### src/sv/nsp_pkg.sv
`default_nettype none
// ----------------------------------------------------------------------------
// nsp_pkg
// Shared types, constants and the nucleotide letter decoder for the
// nucleotide segment packer.
// ----------------------------------------------------------------------------
package nsp_pkg;

    localparam int SEGMENT_BASES     = 64;
    localparam int BASES_PER_WORD    = 32;
    localparam int WORDS_PER_SEGMENT = 2;
    localparam int MAX_NODE_LENGTH   = 1048576;

    localparam int CHAR_W   = 8;
    localparam int WORD_W   = 64;
    localparam int LEN_W    = 7;
    localparam int OFFSET_W = 20;
    localparam int POS_W    = $clog2(MAX_NODE_LENGTH + 1);
    localparam int SLOT_W   = 6;

    localparam logic [OFFSET_W-1:0] OFFSET_MAX = {OFFSET_W{1'b1}};
    localparam logic [POS_W-1:0]    NODE_MAX   = POS_W'(MAX_NODE_LENGTH);

    localparam int QUEUE_DEPTH = 2;
    localparam int QPTR_W      = $clog2(QUEUE_DEPTH);
    localparam int QCNT_W      = $clog2(QUEUE_DEPTH + 1);

    // presence sets: bit0 A, bit1 C, bit2 G, bit3 T
    localparam logic [3:0] SET_NONE = 4'h0;
    localparam logic [3:0] SET_A    = 4'h1;
    localparam logic [3:0] SET_C    = 4'h2;
    localparam logic [3:0] SET_M    = 4'h3;
    localparam logic [3:0] SET_G    = 4'h4;
    localparam logic [3:0] SET_R    = 4'h5;
    localparam logic [3:0] SET_S    = 4'h6;
    localparam logic [3:0] SET_V    = 4'h7;
    localparam logic [3:0] SET_T    = 4'h8;
    localparam logic [3:0] SET_W    = 4'h9;
    localparam logic [3:0] SET_Y    = 4'hA;
    localparam logic [3:0] SET_H    = 4'hB;
    localparam logic [3:0] SET_K    = 4'hC;
    localparam logic [3:0] SET_D    = 4'hD;
    localparam logic [3:0] SET_B    = 4'hE;
    localparam logic [3:0] SET_N    = 4'hF;

    localparam logic [1:0] CODE_A = 2'd0;
    localparam logic [1:0] CODE_C = 2'd1;
    localparam logic [1:0] CODE_G = 2'd2;
    localparam logic [1:0] CODE_T = 2'd3;

    localparam logic [CHAR_W-1:0] CHAR_LOWER_A = 8'h61;
    localparam logic [CHAR_W-1:0] CHAR_LOWER_Z = 8'h7A;
    localparam logic [CHAR_W-1:0] CASE_DELTA   = 8'h20;
    localparam logic [CHAR_W-1:0] CHAR_A = 8'h41;
    localparam logic [CHAR_W-1:0] CHAR_B = 8'h42;
    localparam logic [CHAR_W-1:0] CHAR_C = 8'h43;
    localparam logic [CHAR_W-1:0] CHAR_D = 8'h44;
    localparam logic [CHAR_W-1:0] CHAR_G = 8'h47;
    localparam logic [CHAR_W-1:0] CHAR_H = 8'h48;
    localparam logic [CHAR_W-1:0] CHAR_K = 8'h4B;
    localparam logic [CHAR_W-1:0] CHAR_M = 8'h4D;
    localparam logic [CHAR_W-1:0] CHAR_N = 8'h4E;
    localparam logic [CHAR_W-1:0] CHAR_R = 8'h52;
    localparam logic [CHAR_W-1:0] CHAR_S = 8'h53;
    localparam logic [CHAR_W-1:0] CHAR_T = 8'h54;
    localparam logic [CHAR_W-1:0] CHAR_U = 8'h55;
    localparam logic [CHAR_W-1:0] CHAR_V = 8'h56;
    localparam logic [CHAR_W-1:0] CHAR_LETTER_W = 8'h57;
    localparam logic [CHAR_W-1:0] CHAR_Y = 8'h59;

    // one classified base on its way from front to back
    typedef struct packed {
        logic [3:0] base_set;
        logic       cut_after;
        logic       node_last;
    } nsp_op_t;

    function automatic logic [3:0] decode_letter(input logic [CHAR_W-1:0] ch);
        logic [CHAR_W-1:0] up;
        logic [3:0]        s;
        up = ch;
        if (ch >= CHAR_LOWER_A && ch <= CHAR_LOWER_Z) begin
            up = ch - CASE_DELTA;
        end
        case (up)
            CHAR_A:         s = SET_A;
            CHAR_C:         s = SET_C;
            CHAR_G:         s = SET_G;
            CHAR_T, CHAR_U: s = SET_T;
            CHAR_R:         s = SET_R;
            CHAR_Y:         s = SET_Y;
            CHAR_S:         s = SET_S;
            CHAR_LETTER_W:  s = SET_W;
            CHAR_K:         s = SET_K;
            CHAR_M:         s = SET_M;
            CHAR_B:         s = SET_B;
            CHAR_D:         s = SET_D;
            CHAR_H:         s = SET_H;
            CHAR_V:         s = SET_V;
            CHAR_N:         s = SET_N;
            default:        s = SET_NONE;
        endcase
        return s;
    endfunction

    function automatic logic [1:0] set_to_code(input logic [3:0] s);
        logic [1:0] c;
        case (s)
            SET_A:   c = CODE_A;
            SET_C:   c = CODE_C;
            SET_G:   c = CODE_G;
            default: c = CODE_T;
        endcase
        return c;
    endfunction

endpackage
`default_nettype wire

### src/sv/nsp_front.sv
`default_nettype none
// ----------------------------------------------------------------------------
// nsp_front
// Input side: takes one character per beat, classifies it into a presence
// set and hands it with its flags to the queue.
// ----------------------------------------------------------------------------
module nsp_front (
    input  wire logic                        s_valid,
    output logic                             s_ready,
    input  wire logic [nsp_pkg::CHAR_W-1:0]  s_base_char,
    input  wire logic                        s_cut_after,
    input  wire logic                        s_node_last,
    output logic                             push,
    output nsp_pkg::nsp_op_t                 push_op,
    input  wire logic                        q_ready
);
    import nsp_pkg::*;

    assign s_ready = q_ready;
    assign push    = s_valid & q_ready;

    always_comb begin
        push_op.base_set  = decode_letter(s_base_char);
        push_op.cut_after = s_cut_after;
        push_op.node_last = s_node_last;
    end

endmodule
`default_nettype wire

### src/sv/nsp_queue.sv
`default_nettype none
// ----------------------------------------------------------------------------
// nsp_queue
// Short queue of classified bases between the front and back parts.
// ----------------------------------------------------------------------------
module nsp_queue (
    input  wire logic             aclk,
    input  wire logic             aresetn,
    input  wire logic             push,
    input  wire nsp_pkg::nsp_op_t push_op,
    output logic                  q_ready,
    output logic                  q_valid,
    output nsp_pkg::nsp_op_t      head_op,
    input  wire logic             pop
);
    import nsp_pkg::*;

    nsp_op_t            entry_reg [QUEUE_DEPTH];
    logic [QPTR_W-1:0]  wr_ptr_reg, wr_ptr_next;
    logic [QPTR_W-1:0]  rd_ptr_reg, rd_ptr_next;
    logic [QCNT_W-1:0]  count_reg, count_next;

    assign q_ready = (count_reg != QCNT_W'(QUEUE_DEPTH));
    assign q_valid = (count_reg != '0);
    assign head_op = entry_reg[rd_ptr_reg];

    function automatic logic [QPTR_W-1:0] ptr_inc(input logic [QPTR_W-1:0] p);
        logic [QPTR_W-1:0] r;
        if (p == QPTR_W'(QUEUE_DEPTH - 1)) begin
            r = '0;
        end else begin
            r = p + 1'b1;
        end
        return r;
    endfunction

    always_comb begin
        wr_ptr_next = push ? ptr_inc(wr_ptr_reg) : wr_ptr_reg;
        rd_ptr_next = pop ? ptr_inc(rd_ptr_reg) : rd_ptr_reg;
        count_next  = count_reg;
        if (push && !pop) begin
            count_next = count_reg + 1'b1;
        end else if (pop && !push) begin
            count_next = count_reg - 1'b1;
        end
    end

    always_ff @(posedge aclk) begin
        if (!aresetn) begin
            wr_ptr_reg <= '0;
            rd_ptr_reg <= '0;
            count_reg  <= '0;
        end else begin
            wr_ptr_reg <= wr_ptr_next;
            rd_ptr_reg <= rd_ptr_next;
            count_reg  <= count_next;
        end
    end

    always_ff @(posedge aclk) begin
        if (push) begin
            entry_reg[wr_ptr_reg] <= push_op;
        end
    end

endmodule
`default_nettype wire

### src/sv/nsp_back.sv
`default_nettype none
// ----------------------------------------------------------------------------
// nsp_back
// Segment builder: places each classified base into the packed words and
// presence masks, tracks node position, and loads the output register when
// a segment closes.
// ----------------------------------------------------------------------------
module nsp_back (
    input  wire logic                          aclk,
    input  wire logic                          aresetn,
    input  wire logic                          q_valid,
    input  wire nsp_pkg::nsp_op_t              head_op,
    output logic                               pop,
    output logic                               m_valid,
    input  wire logic                          m_ready,
    output logic [nsp_pkg::WORD_W-1:0]         m_packed_low,
    output logic [nsp_pkg::WORD_W-1:0]         m_packed_high,
    output logic [nsp_pkg::WORD_W-1:0]         m_mask_a,
    output logic [nsp_pkg::WORD_W-1:0]         m_mask_c,
    output logic [nsp_pkg::WORD_W-1:0]         m_mask_g,
    output logic [nsp_pkg::WORD_W-1:0]         m_mask_t,
    output logic [nsp_pkg::LEN_W-1:0]          m_segment_length,
    output logic [nsp_pkg::OFFSET_W-1:0]       m_segment_offset,
    output logic                               m_ambiguous,
    output logic                               m_bad_char,
    output logic                               m_node_end
);
    import nsp_pkg::*;

    // segment state
    logic [WORD_W-1:0] word_reg [WORDS_PER_SEGMENT];
    logic [WORD_W-1:0] word_next [WORDS_PER_SEGMENT];
    logic [WORD_W-1:0] mask_reg [4];
    logic [WORD_W-1:0] mask_next [4];
    logic [LEN_W-1:0]  bases_reg, bases_next;
    logic [POS_W-1:0]  node_pos_reg, node_pos_next;
    logic [POS_W-1:0]  seg_start_reg, seg_start_next;
    logic              amb_reg, amb_next;
    logic              err_reg, err_next;

    // output register
    logic              m_valid_reg, m_valid_next;
    logic [WORD_W-1:0] out_word_reg [2];
    logic [WORD_W-1:0] out_mask_reg [4];
    logic [LEN_W-1:0]  out_len_reg;
    logic [OFFSET_W-1:0] out_offset_reg;
    logic              out_amb_reg, out_err_reg, out_end_reg;

    logic [SLOT_W-1:0] slot;
    logic [WORD_W-1:0] slot_bit;
    logic [3:0]        set_eff;
    logic              overflow;
    logic              single;
    logic [LEN_W-1:0]  bases_inc;
    logic              seg_done;
    logic              out_free;
    logic [WORD_W-1:0] code_word;

    assign slot     = bases_reg[SLOT_W-1:0];
    assign slot_bit = WORD_W'(1) << slot;
    assign overflow = (node_pos_reg >= NODE_MAX);
    assign set_eff  = overflow ? SET_NONE : head_op.base_set;
    assign single   = (set_eff == SET_A) || (set_eff == SET_C) ||
                      (set_eff == SET_G) || (set_eff == SET_T);
    assign bases_inc = bases_reg + 1'b1;
    assign seg_done  = (bases_inc >= LEN_W'(SEGMENT_BASES)) ||
                       head_op.cut_after || head_op.node_last;
    assign out_free  = !m_valid_reg || m_ready;
    // a closing beat waits for room in the output register
    assign pop       = q_valid && (!seg_done || out_free);
    assign code_word = WORD_W'(set_to_code(set_eff)) <<
                       {slot[$clog2(BASES_PER_WORD)-1:0], 1'b0};

    always_comb begin
        for (int w = 0; w < WORDS_PER_SEGMENT; w++) begin
            word_next[w] = word_reg[w];
            if (single && (32'(slot) / BASES_PER_WORD == w)) begin
                word_next[w] = word_reg[w] | code_word;
            end
        end
        for (int k = 0; k < 4; k++) begin
            mask_next[k] = set_eff[k] ? (mask_reg[k] | slot_bit) : mask_reg[k];
        end
        seg_start_next = (bases_reg == '0) ? node_pos_reg : seg_start_reg;
        node_pos_next  = overflow ? NODE_MAX : node_pos_reg + 1'b1;
        amb_next       = amb_reg | ((set_eff != SET_NONE) && !single);
        err_next       = err_reg | (set_eff == SET_NONE);
        bases_next     = bases_inc;
    end

    always_comb begin
        m_valid_next = m_valid_reg;
        if (m_ready) begin
            m_valid_next = 1'b0;
        end
        if (pop && seg_done) begin
            m_valid_next = 1'b1;
        end
    end

    always_ff @(posedge aclk) begin
        if (!aresetn) begin
            for (int w = 0; w < WORDS_PER_SEGMENT; w++) begin
                word_reg[w] <= '0;
            end
            for (int k = 0; k < 4; k++) begin
                mask_reg[k] <= '0;
            end
            bases_reg     <= '0;
            node_pos_reg  <= '0;
            seg_start_reg <= '0;
            amb_reg       <= 1'b0;
            err_reg       <= 1'b0;
            m_valid_reg   <= 1'b0;
        end else begin
            m_valid_reg <= m_valid_next;
            if (pop) begin
                seg_start_reg <= seg_start_next;
                if (seg_done) begin
                    for (int w = 0; w < WORDS_PER_SEGMENT; w++) begin
                        word_reg[w] <= '0;
                    end
                    for (int k = 0; k < 4; k++) begin
                        mask_reg[k] <= '0;
                    end
                    bases_reg    <= '0;
                    amb_reg      <= 1'b0;
                    err_reg      <= 1'b0;
                    node_pos_reg <= head_op.node_last ? '0 : node_pos_next;
                end else begin
                    word_reg     <= word_next;
                    mask_reg     <= mask_next;
                    bases_reg    <= bases_next;
                    amb_reg      <= amb_next;
                    err_reg      <= err_next;
                    node_pos_reg <= node_pos_next;
                end
            end
        end
    end

    // result payload, loaded only when the output register has room
    always_ff @(posedge aclk) begin
        if (pop && seg_done) begin
            for (int w = 0; w < 2; w++) begin
                out_word_reg[w] <= (w < WORDS_PER_SEGMENT) ? word_next[w] : '0;
            end
            out_mask_reg   <= mask_next;
            out_len_reg    <= bases_next;
            out_offset_reg <= (seg_start_next > POS_W'(OFFSET_MAX)) ?
                              OFFSET_MAX : seg_start_next[OFFSET_W-1:0];
            out_amb_reg    <= amb_next;
            out_err_reg    <= err_next;
            out_end_reg    <= head_op.node_last;
        end
    end

    assign m_valid          = m_valid_reg;
    assign m_packed_low     = out_word_reg[0];
    assign m_packed_high    = out_word_reg[1];
    assign m_mask_a         = out_mask_reg[0];
    assign m_mask_c         = out_mask_reg[1];
    assign m_mask_g         = out_mask_reg[2];
    assign m_mask_t         = out_mask_reg[3];
    assign m_segment_length = out_len_reg;
    assign m_segment_offset = out_offset_reg;
    assign m_ambiguous      = out_amb_reg;
    assign m_bad_char       = out_err_reg;
    assign m_node_end       = out_end_reg;

endmodule
`default_nettype wire

### src/sv/nucleotide_segment_packer_unit.sv
`default_nettype none
// ----------------------------------------------------------------------------
// nucleotide_segment_packer_unit
// Packs a stream of nucleotide characters into 2-bit coded segments with
// per-base presence masks.
// ----------------------------------------------------------------------------
// One character is taken per beat, one beat per cycle while the result side
// keeps up. A character is classified on entry, waits in a two-entry queue,
// and is placed into the open segment by the back part in the cycle it
// leaves the queue; a closing character loads the output register, so a
// segment appears on m_valid once its last character has left the queue.
// Only the output register can hold the stream back: a character that closes
// a segment waits in the queue while the previous segment is still unread,
// and s_ready drops once both queue entries are in use.
module nucleotide_segment_packer_unit (
    input  wire logic                          aclk,
    input  wire logic                          aresetn,
    input  wire logic                          s_valid,
    output logic                               s_ready,
    input  wire logic [nsp_pkg::CHAR_W-1:0]    s_base_char,
    input  wire logic                          s_cut_after,
    input  wire logic                          s_node_last,
    output logic                               m_valid,
    input  wire logic                          m_ready,
    output logic [nsp_pkg::WORD_W-1:0]         m_packed_low,
    output logic [nsp_pkg::WORD_W-1:0]         m_packed_high,
    output logic [nsp_pkg::WORD_W-1:0]         m_mask_a,
    output logic [nsp_pkg::WORD_W-1:0]         m_mask_c,
    output logic [nsp_pkg::WORD_W-1:0]         m_mask_g,
    output logic [nsp_pkg::WORD_W-1:0]         m_mask_t,
    output logic [nsp_pkg::LEN_W-1:0]          m_segment_length,
    output logic [nsp_pkg::OFFSET_W-1:0]       m_segment_offset,
    output logic                               m_ambiguous,
    output logic                               m_bad_char,
    output logic                               m_node_end
);
    import nsp_pkg::*;

    logic    push;
    nsp_op_t push_op;
    logic    q_ready;
    logic    q_valid;
    nsp_op_t head_op;
    logic    pop;

    nsp_front u_front (
        .s_valid     (s_valid),
        .s_ready     (s_ready),
        .s_base_char (s_base_char),
        .s_cut_after (s_cut_after),
        .s_node_last (s_node_last),
        .push        (push),
        .push_op     (push_op),
        .q_ready     (q_ready)
    );

    nsp_queue u_queue (
        .aclk    (aclk),
        .aresetn (aresetn),
        .push    (push),
        .push_op (push_op),
        .q_ready (q_ready),
        .q_valid (q_valid),
        .head_op (head_op),
        .pop     (pop)
    );

    nsp_back u_back (
        .aclk             (aclk),
        .aresetn          (aresetn),
        .q_valid          (q_valid),
        .head_op          (head_op),
        .pop              (pop),
        .m_valid          (m_valid),
        .m_ready          (m_ready),
        .m_packed_low     (m_packed_low),
        .m_packed_high    (m_packed_high),
        .m_mask_a         (m_mask_a),
        .m_mask_c         (m_mask_c),
        .m_mask_g         (m_mask_g),
        .m_mask_t         (m_mask_t),
        .m_segment_length (m_segment_length),
        .m_segment_offset (m_segment_offset),
        .m_ambiguous      (m_ambiguous),
        .m_bad_char       (m_bad_char),
        .m_node_end       (m_node_end)
    );

endmodule
`default_nettype wire

### config.mk
export PLATFORM = sky130hd
export DESIGN_NAME = nucleotide_segment_packer_unit
export DESIGN_NICKNAME = d
export VERILOG_FILES = /design/src/sv/nsp_pkg.sv /design/src/sv/nsp_front.sv /design/src/sv/nsp_queue.sv /design/src/sv/nsp_back.sv /design/src/sv/nucleotide_segment_packer_unit.sv
export SDC_FILE = /design/constraint.sdc
export NUM_CORES = 1
export LEC_CHECK = 0
export BUFFER_PORTS_ARGS = -buffer_cell sky130_fd_sc_hd__buf_2
export CAP_MARGIN = 20
export CORE_UTILIZATION = 28
export DETAILED_ROUTE_END_ITERATION = 12
export PLACE_DENSITY_LB_ADDON = 0.2
export SETUP_SLACK_MARGIN = 0.05
export SLEW_MARGIN = 40
export SYNTH_ARGS = -nofsm -noshare
export SYNTH_HDL_FRONTEND = slang
export SYNTH_SLANG_ARGS = --single-unit
### constraint.sdc
create_clock -name aclk -period 34 [get_ports aclk]
set_input_delay 6.8 -clock aclk [delete_from_list [all_inputs] [get_ports aclk]]
set_output_delay 6.8 -clock aclk [all_outputs]
set_load 0.005 [all_outputs]
Yosys cells after proc, flatten, opt, wreduce, memory -nomap -nowiden
Memory sizes are Yosys's and may differ from the RTL's. A register that Yosys moved wholly into a read port is not among the register bits.
Cells that the tools add are included.
Word-level totals
  bits in writable memories: 140
  bits in latches: 0
  output and inout bits: 416
  bits in read-only memories: 0
  register bits: 726
  bits of input ports: 14
  memories kept: 2
Memories
  u_back.out_word_reg: words 2, width 64, read ports 2, clocked after Yosys merged registers in 0, write ports 2, line nsp_back.sv:43  | logic [WORD_W-1:0] out_word_reg [2];
  u_queue.entry_reg: words 2, width 6, read ports 1, clocked after Yosys merged registers in 1, write ports 1, line nsp_queue.sv:18  | nsp_op_t entry_reg [QUEUE_DEPTH];
Cells by class
  divide/modulo/power cells: 0
  magnitude comparators: 5
  shifts and indexed selects: 2
  add/sub/neg operators: 7
  reductions and logical operators: 28
  equal/unequal tests: 21
  multipliers: 0
  mux-type cells: 31
  bitwise gates (word level): 9
Operator list (number)
  2-to-1 mux 64 bit: 6
  OR 64 bit: 6
  2-to-1 mux 256 bit: 1
  == test 8 x 7 -> 1 bit (second input constant): 16
  2-to-1 mux 128 bit: 1
  2-to-1 mux 21 bit: 4
  << shifter 1 x 6 -> 64 bit (first input constant): 1
  << shifter 2 x 6 -> 64 bit: 1
  one-hot mux 4 bit (15 select lines): 1
  zero test 32 bit: 1
  adder 21 x 1 -> 21 bit (second input constant): 1
  greater-or-equal comparator 21 bit (second input constant): 1
  greater-than comparator 21 x 20 -> 1 bit (second input constant): 1
  2-to-1 mux 1 bit: 12
  greater-or-equal comparator 8 x 7 -> 1 bit (second input constant): 1
  <= comparator 8 x 7 -> 1 bit (second input constant): 1
  logical AND 1 bit: 8
  2-to-1 mux 8 bit: 1
  subtractor 8 x 6 -> 8 bit (second input constant): 1
  adder 7 x 1 -> 7 bit (second input constant): 1
  greater-or-equal comparator 7 bit (second input constant): 1
  zero test 7 bit: 1
  logical OR 1 bit: 7
  2-to-1 mux 7 bit: 1
  18 further kinds: 27

Logic depth before layout (Yosys ltp)
  word-level depth: 10
  gate-level depth with buffers: 11

Hierarchy
A second synthesis with hierarchy kept.
Unflattened totals
  cell total of the unflattened synthesis: 2759
  area, all modules: 32143.3 um^2
Modules (own cells, without submodules)
  nsp_back: area each 31068.5 um^2, times used 1, cells each 2660
  nsp_queue: area each 650.6 um^2, times used 1, cells each 41
  nsp_front: area each 424.2 um^2, times used 1, cells each 58

Worst setup path after synthesis
Ideal clock, no wire load.
  kind: input -> register
  from: input port m_ready
  to: register u_back.word_reg[19] (netlist name)
  setup slack: 7.978 ns
  setup time: 0.117 ns
  buffers on the path: 2
  stages: 6
  data required time: 33.883 ns
  data arrival time: 25.905 ns
  cell sequence: nor2b_1 -> a311oi_2 -> nor2_1 -> buf_2 -> clkbuf_1 -> a32o_1
Between the ends
  word-level cells in the longest chain between the ends: 3
RTL lines
  from (decl): line nucleotide_segment_packer_unit.sv:24  | input wire logic m_ready,
  logical OR 1 bit: line nsp_back.sv:68  | assign out_free = !m_valid_reg || m_ready;
  logical OR 1 bit: line nsp_back.sv:70  | assign pop = q_valid && (!seg_done || out_free);
  logical AND 1 bit: line nsp_back.sv:70
  to (signal assigned): line nsp_back.sv:131  | word_reg <= word_next;
  to (decl): line nsp_back.sv:31  | logic [WORD_W-1:0] word_reg [WORDS_PER_SEGMENT];
No other way between the ends.
A chain may end at the register's enable or synchronous reset.

Final worst setup path
  from: input port m_ready
  to: register u_back.word_reg[97] (netlist name)
The elaborated chain is that of the path after synthesis.

==> impl_metrics.ini <==
[outcome]
status = complete, no violations

[flow_run]
cap_viol_max_count = 0

[floorplan]
fp.dieH_um = 339
die_w_um = 339
rows = 123
num_io_pins = 430
core_region_area_um2 = 113000
dieArea_um2 = 115000
start_util_pct = 28.3

[routing]
first_iter_violations = 1703
wl_per_cell_um = 22.1
num_vias = 22100
first_pass_iters = 5
totalWireLength_mm = 102
viasPerCell = 4.81
drc = 0
postRouteAntennaNets = 0

[grt]
grt_pass1_vias = 21300
grt_overflow = 0
grt_pass1_wl_mm = 147
grt.total_usage_pct = 17.1
grt_max_degree = 147
grt_antenna_before_repair = 6

[clock_tree]
clk_pin_slew_worst_paths_ps = 60
post-cts-setup-buffers = 0
insertion_delay_ps = 680
ctsResizeCount = 0
cts_buffers = 97
root_buffer = clkbuf_16
holdBufCountCts = 0
clockBufferDepth = 3
cts-htree-levels = 3
cts_tree = yes
cts.sinks = 867

[logic_synthesis]
ys_top_cells_by_area = edfxtp_1, dfxtp_1, a21o_1, a21oi_1, nor2_1
synthFlopType = dfxtp_1
synth.most_common_cell = dfxtp_1
async_reset_ff_share_pct = 0
synth_top_family_by_area = compound AO/OA/AOI/OAI gates
synth.distinct_cells = 64
synthesis.nets = 2655
ys.warnings.count = 0
syn_inst = 2631
synth_xor_xnor_area_share_pct = 0.467
synthTopCellsByCount = dfxtp_1, edfxtp_1, nor2_1, a21oi_1, a21o_1
syn_area_um2 = 31900
yosysTopAreaCellShare_pct = 40.1
synthMuxAreaShare_pct = 0.196
synth_compound_area_share_pct = 19.6
synth_simple_gate_area_share_pct = 8.41
synth-seq-area-share_pct = 67.8
synth_edf_count = 426
synth_top_cell_by_area = edfxtp_1
avgSynthCellArea_um2 = 12.1
synth_seq_cells = 867
synthAdderAreaFrac_pct = 0.424

[setup_path]
worst-path-max-fanout = 77
required_ps = 34590
cp-start-kind = input port
path_cells = buf_2 > nor2b_1 > a311oi_4 > buf_4 > nor2_4 > buf_4 > buf_6 > a32o_1
path_class = in2reg
end_kind = register
reg2regPathDepth = 7
cpMaxStageDelayCell = buf_6
arrival_ps = 9470
path_common_cell = buf_4
r2r_start = u_back.bases_reg[5]
worst-r2r-setup-slack_ps = 29720
cp_num_buf_inv = 4
path_delay_family = buffers and inverters
r2r_end = u_back.mask_reg[203]
critPathMaxStageDelay_ps = 540

[layout]
syn2layout_area_growth_pct = 21.9
nNetsFinal = 3020
fin_util_pct = 34.5
fillers = 11300
seqCellArea_um2 = 21600
drive_above_1_share_pct = 21.7
largest_register_ffs = 256
multiInputGateArea_um2 = 9440

[timing]
relSlewSlack_pct = 42.7
worst_pin_slew_ps = 853
fin_ws_ps = 25120
setup_tns_ps = 0
final-setup-viol-count = 0
min_period_ps = 8880
drv_slew = 0
max_freq_mhz = 113
skew_ps = 37.4
period_share_pct = 26.1
hold_viol = 0
rsz0062_at_grt = no

[worst_hold_path]
worst_hold_path_type = reg2reg
hp-start = u_back.seg_start_reg[18]
holdPathEnd = u_back.seg_start_reg[18]
hold_path_depth = 2

[power_and_ir_drop]
ir_worst_vdd_mv = 0.0458
power_density_nw_per_um2 = 81.4
cellLeakagePower_nw = 16.2

[placement]
io_buffers = 429
dp_hpwl_mm = 63.0
gp_congestion = 0.742
pre_cts_ws_ps = 24230
==> worst min-delay path: cells and delay by family, from the launching register on <==
family	cells	cell delay (ps)
flops	1	300
simple gates	1	50
compound gates	1	50
==> area by class of cell <==
cell class	instances	share of cell area [%]
tap	1500	4.83
clock buffer	141	7.11
clock inverter	43	1.24
sequential	867	55.6
antenna	4	0.0258
inverter	18	0.174
timing repair buffer	478	6.71
multi-input combinational	1534	24.3
==> where the power goes <==
part	switching [mW]	leakage, nW	internal [mW]
Combinational	0.496	6.95	0.170
Clock	0.439	1.58	0.621
Sequential	0.0946	7.70	1.34
Total	1.03	16.2	2.13
==> worst max-delay path by stage <==
stage	startpoint	to	slack, ps	cells after the start
after floorplan	m_ready	u_back.word_reg[19]	7980	6
final	m_ready	u_back.word_reg[97]	25120	8
after CTS	m_ready	u_back.word_reg[49]	24940	8
after detailed placement	m_ready	u_back.word_reg[50]	24230	8
after global placement	m_ready	u_back.mask_reg[7]	24280	7
after global routing	m_ready	u_back.word_reg[66]	24960	8
==> kinds of logic after synthesis <==
group                      after synthesis
AOI/OAI and AO/OA                      889
xor gates and xnor gates                17
adders and majority gates               11
buffers and inverters                  230
DFF                                    867
muxes                                    6
and+or+nand+nor                        611
==> placed cells by master (no fill, tap or decap), types with 8 or more instances in the layout <==
| cell | instances |
|---|---|
| a21o_1 | 257 |
| a21oi_1 | 307 |
| a32o_1 | 117 |
| and2_1 | 26 |
| and3_1 | 11 |
| buf_2 | 429 |
| buf_4 | 38 |
| clkbuf_1 | 29 |
| clkbuf_16 | 99 |
| clkbuf_8 | 13 |
| clkinv_1 | 9 |
| clkinv_2 | 15 |
| dfxtp_1 | 441 |
| edfxtp_1 | 426 |
| ha_1 | 10 |
| inv_1 | 16 |
| nand2_1 | 109 |
| nand3_1 | 36 |
| nand4_1 | 8 |
| nor2_1 | 336 |
| nor3_1 | 11 |
| o21ai_0 | 12 |
| o21bai_1 | 126 |
| o2bb2ai_1 | 13 |
| o31ai_1 | 8 |
| or3_1 | 14 |
| or4_1 | 9 |
| xnor2_1 | 11 |
==> metal layers <==
layer	vias up	global-route usage (%)	wire [um]
li1	10400	-	-
met1	10900	23.8	46600
met2	645	27.0	46700
met3	126	3.29	5900
met4	0	4.87	2400
met5	-	0	0
==> metrics by stage <==
| stage | hold slack [ps] | area, um2 | instances | power [mW] |
|---|---|---|---|---|
| 2_1_floorplan | 427 | 31900 | 2631 | 1.91 |
| 3_3_place_gp | 438 | 35500 | 4392 | 2.13 |
| 3_5_place_dp | 443 | 35600 | 4396 | 2.14 |
| 4_1_cts | 453 | 38800 | 4580 | 3.22 |
| 5_1_grt | 469 | 38900 | 4581 | 3.31 |
| 6_report | 449 | 38900 | 4585 | 3.17 |
(Power assumes the default switching activity.)
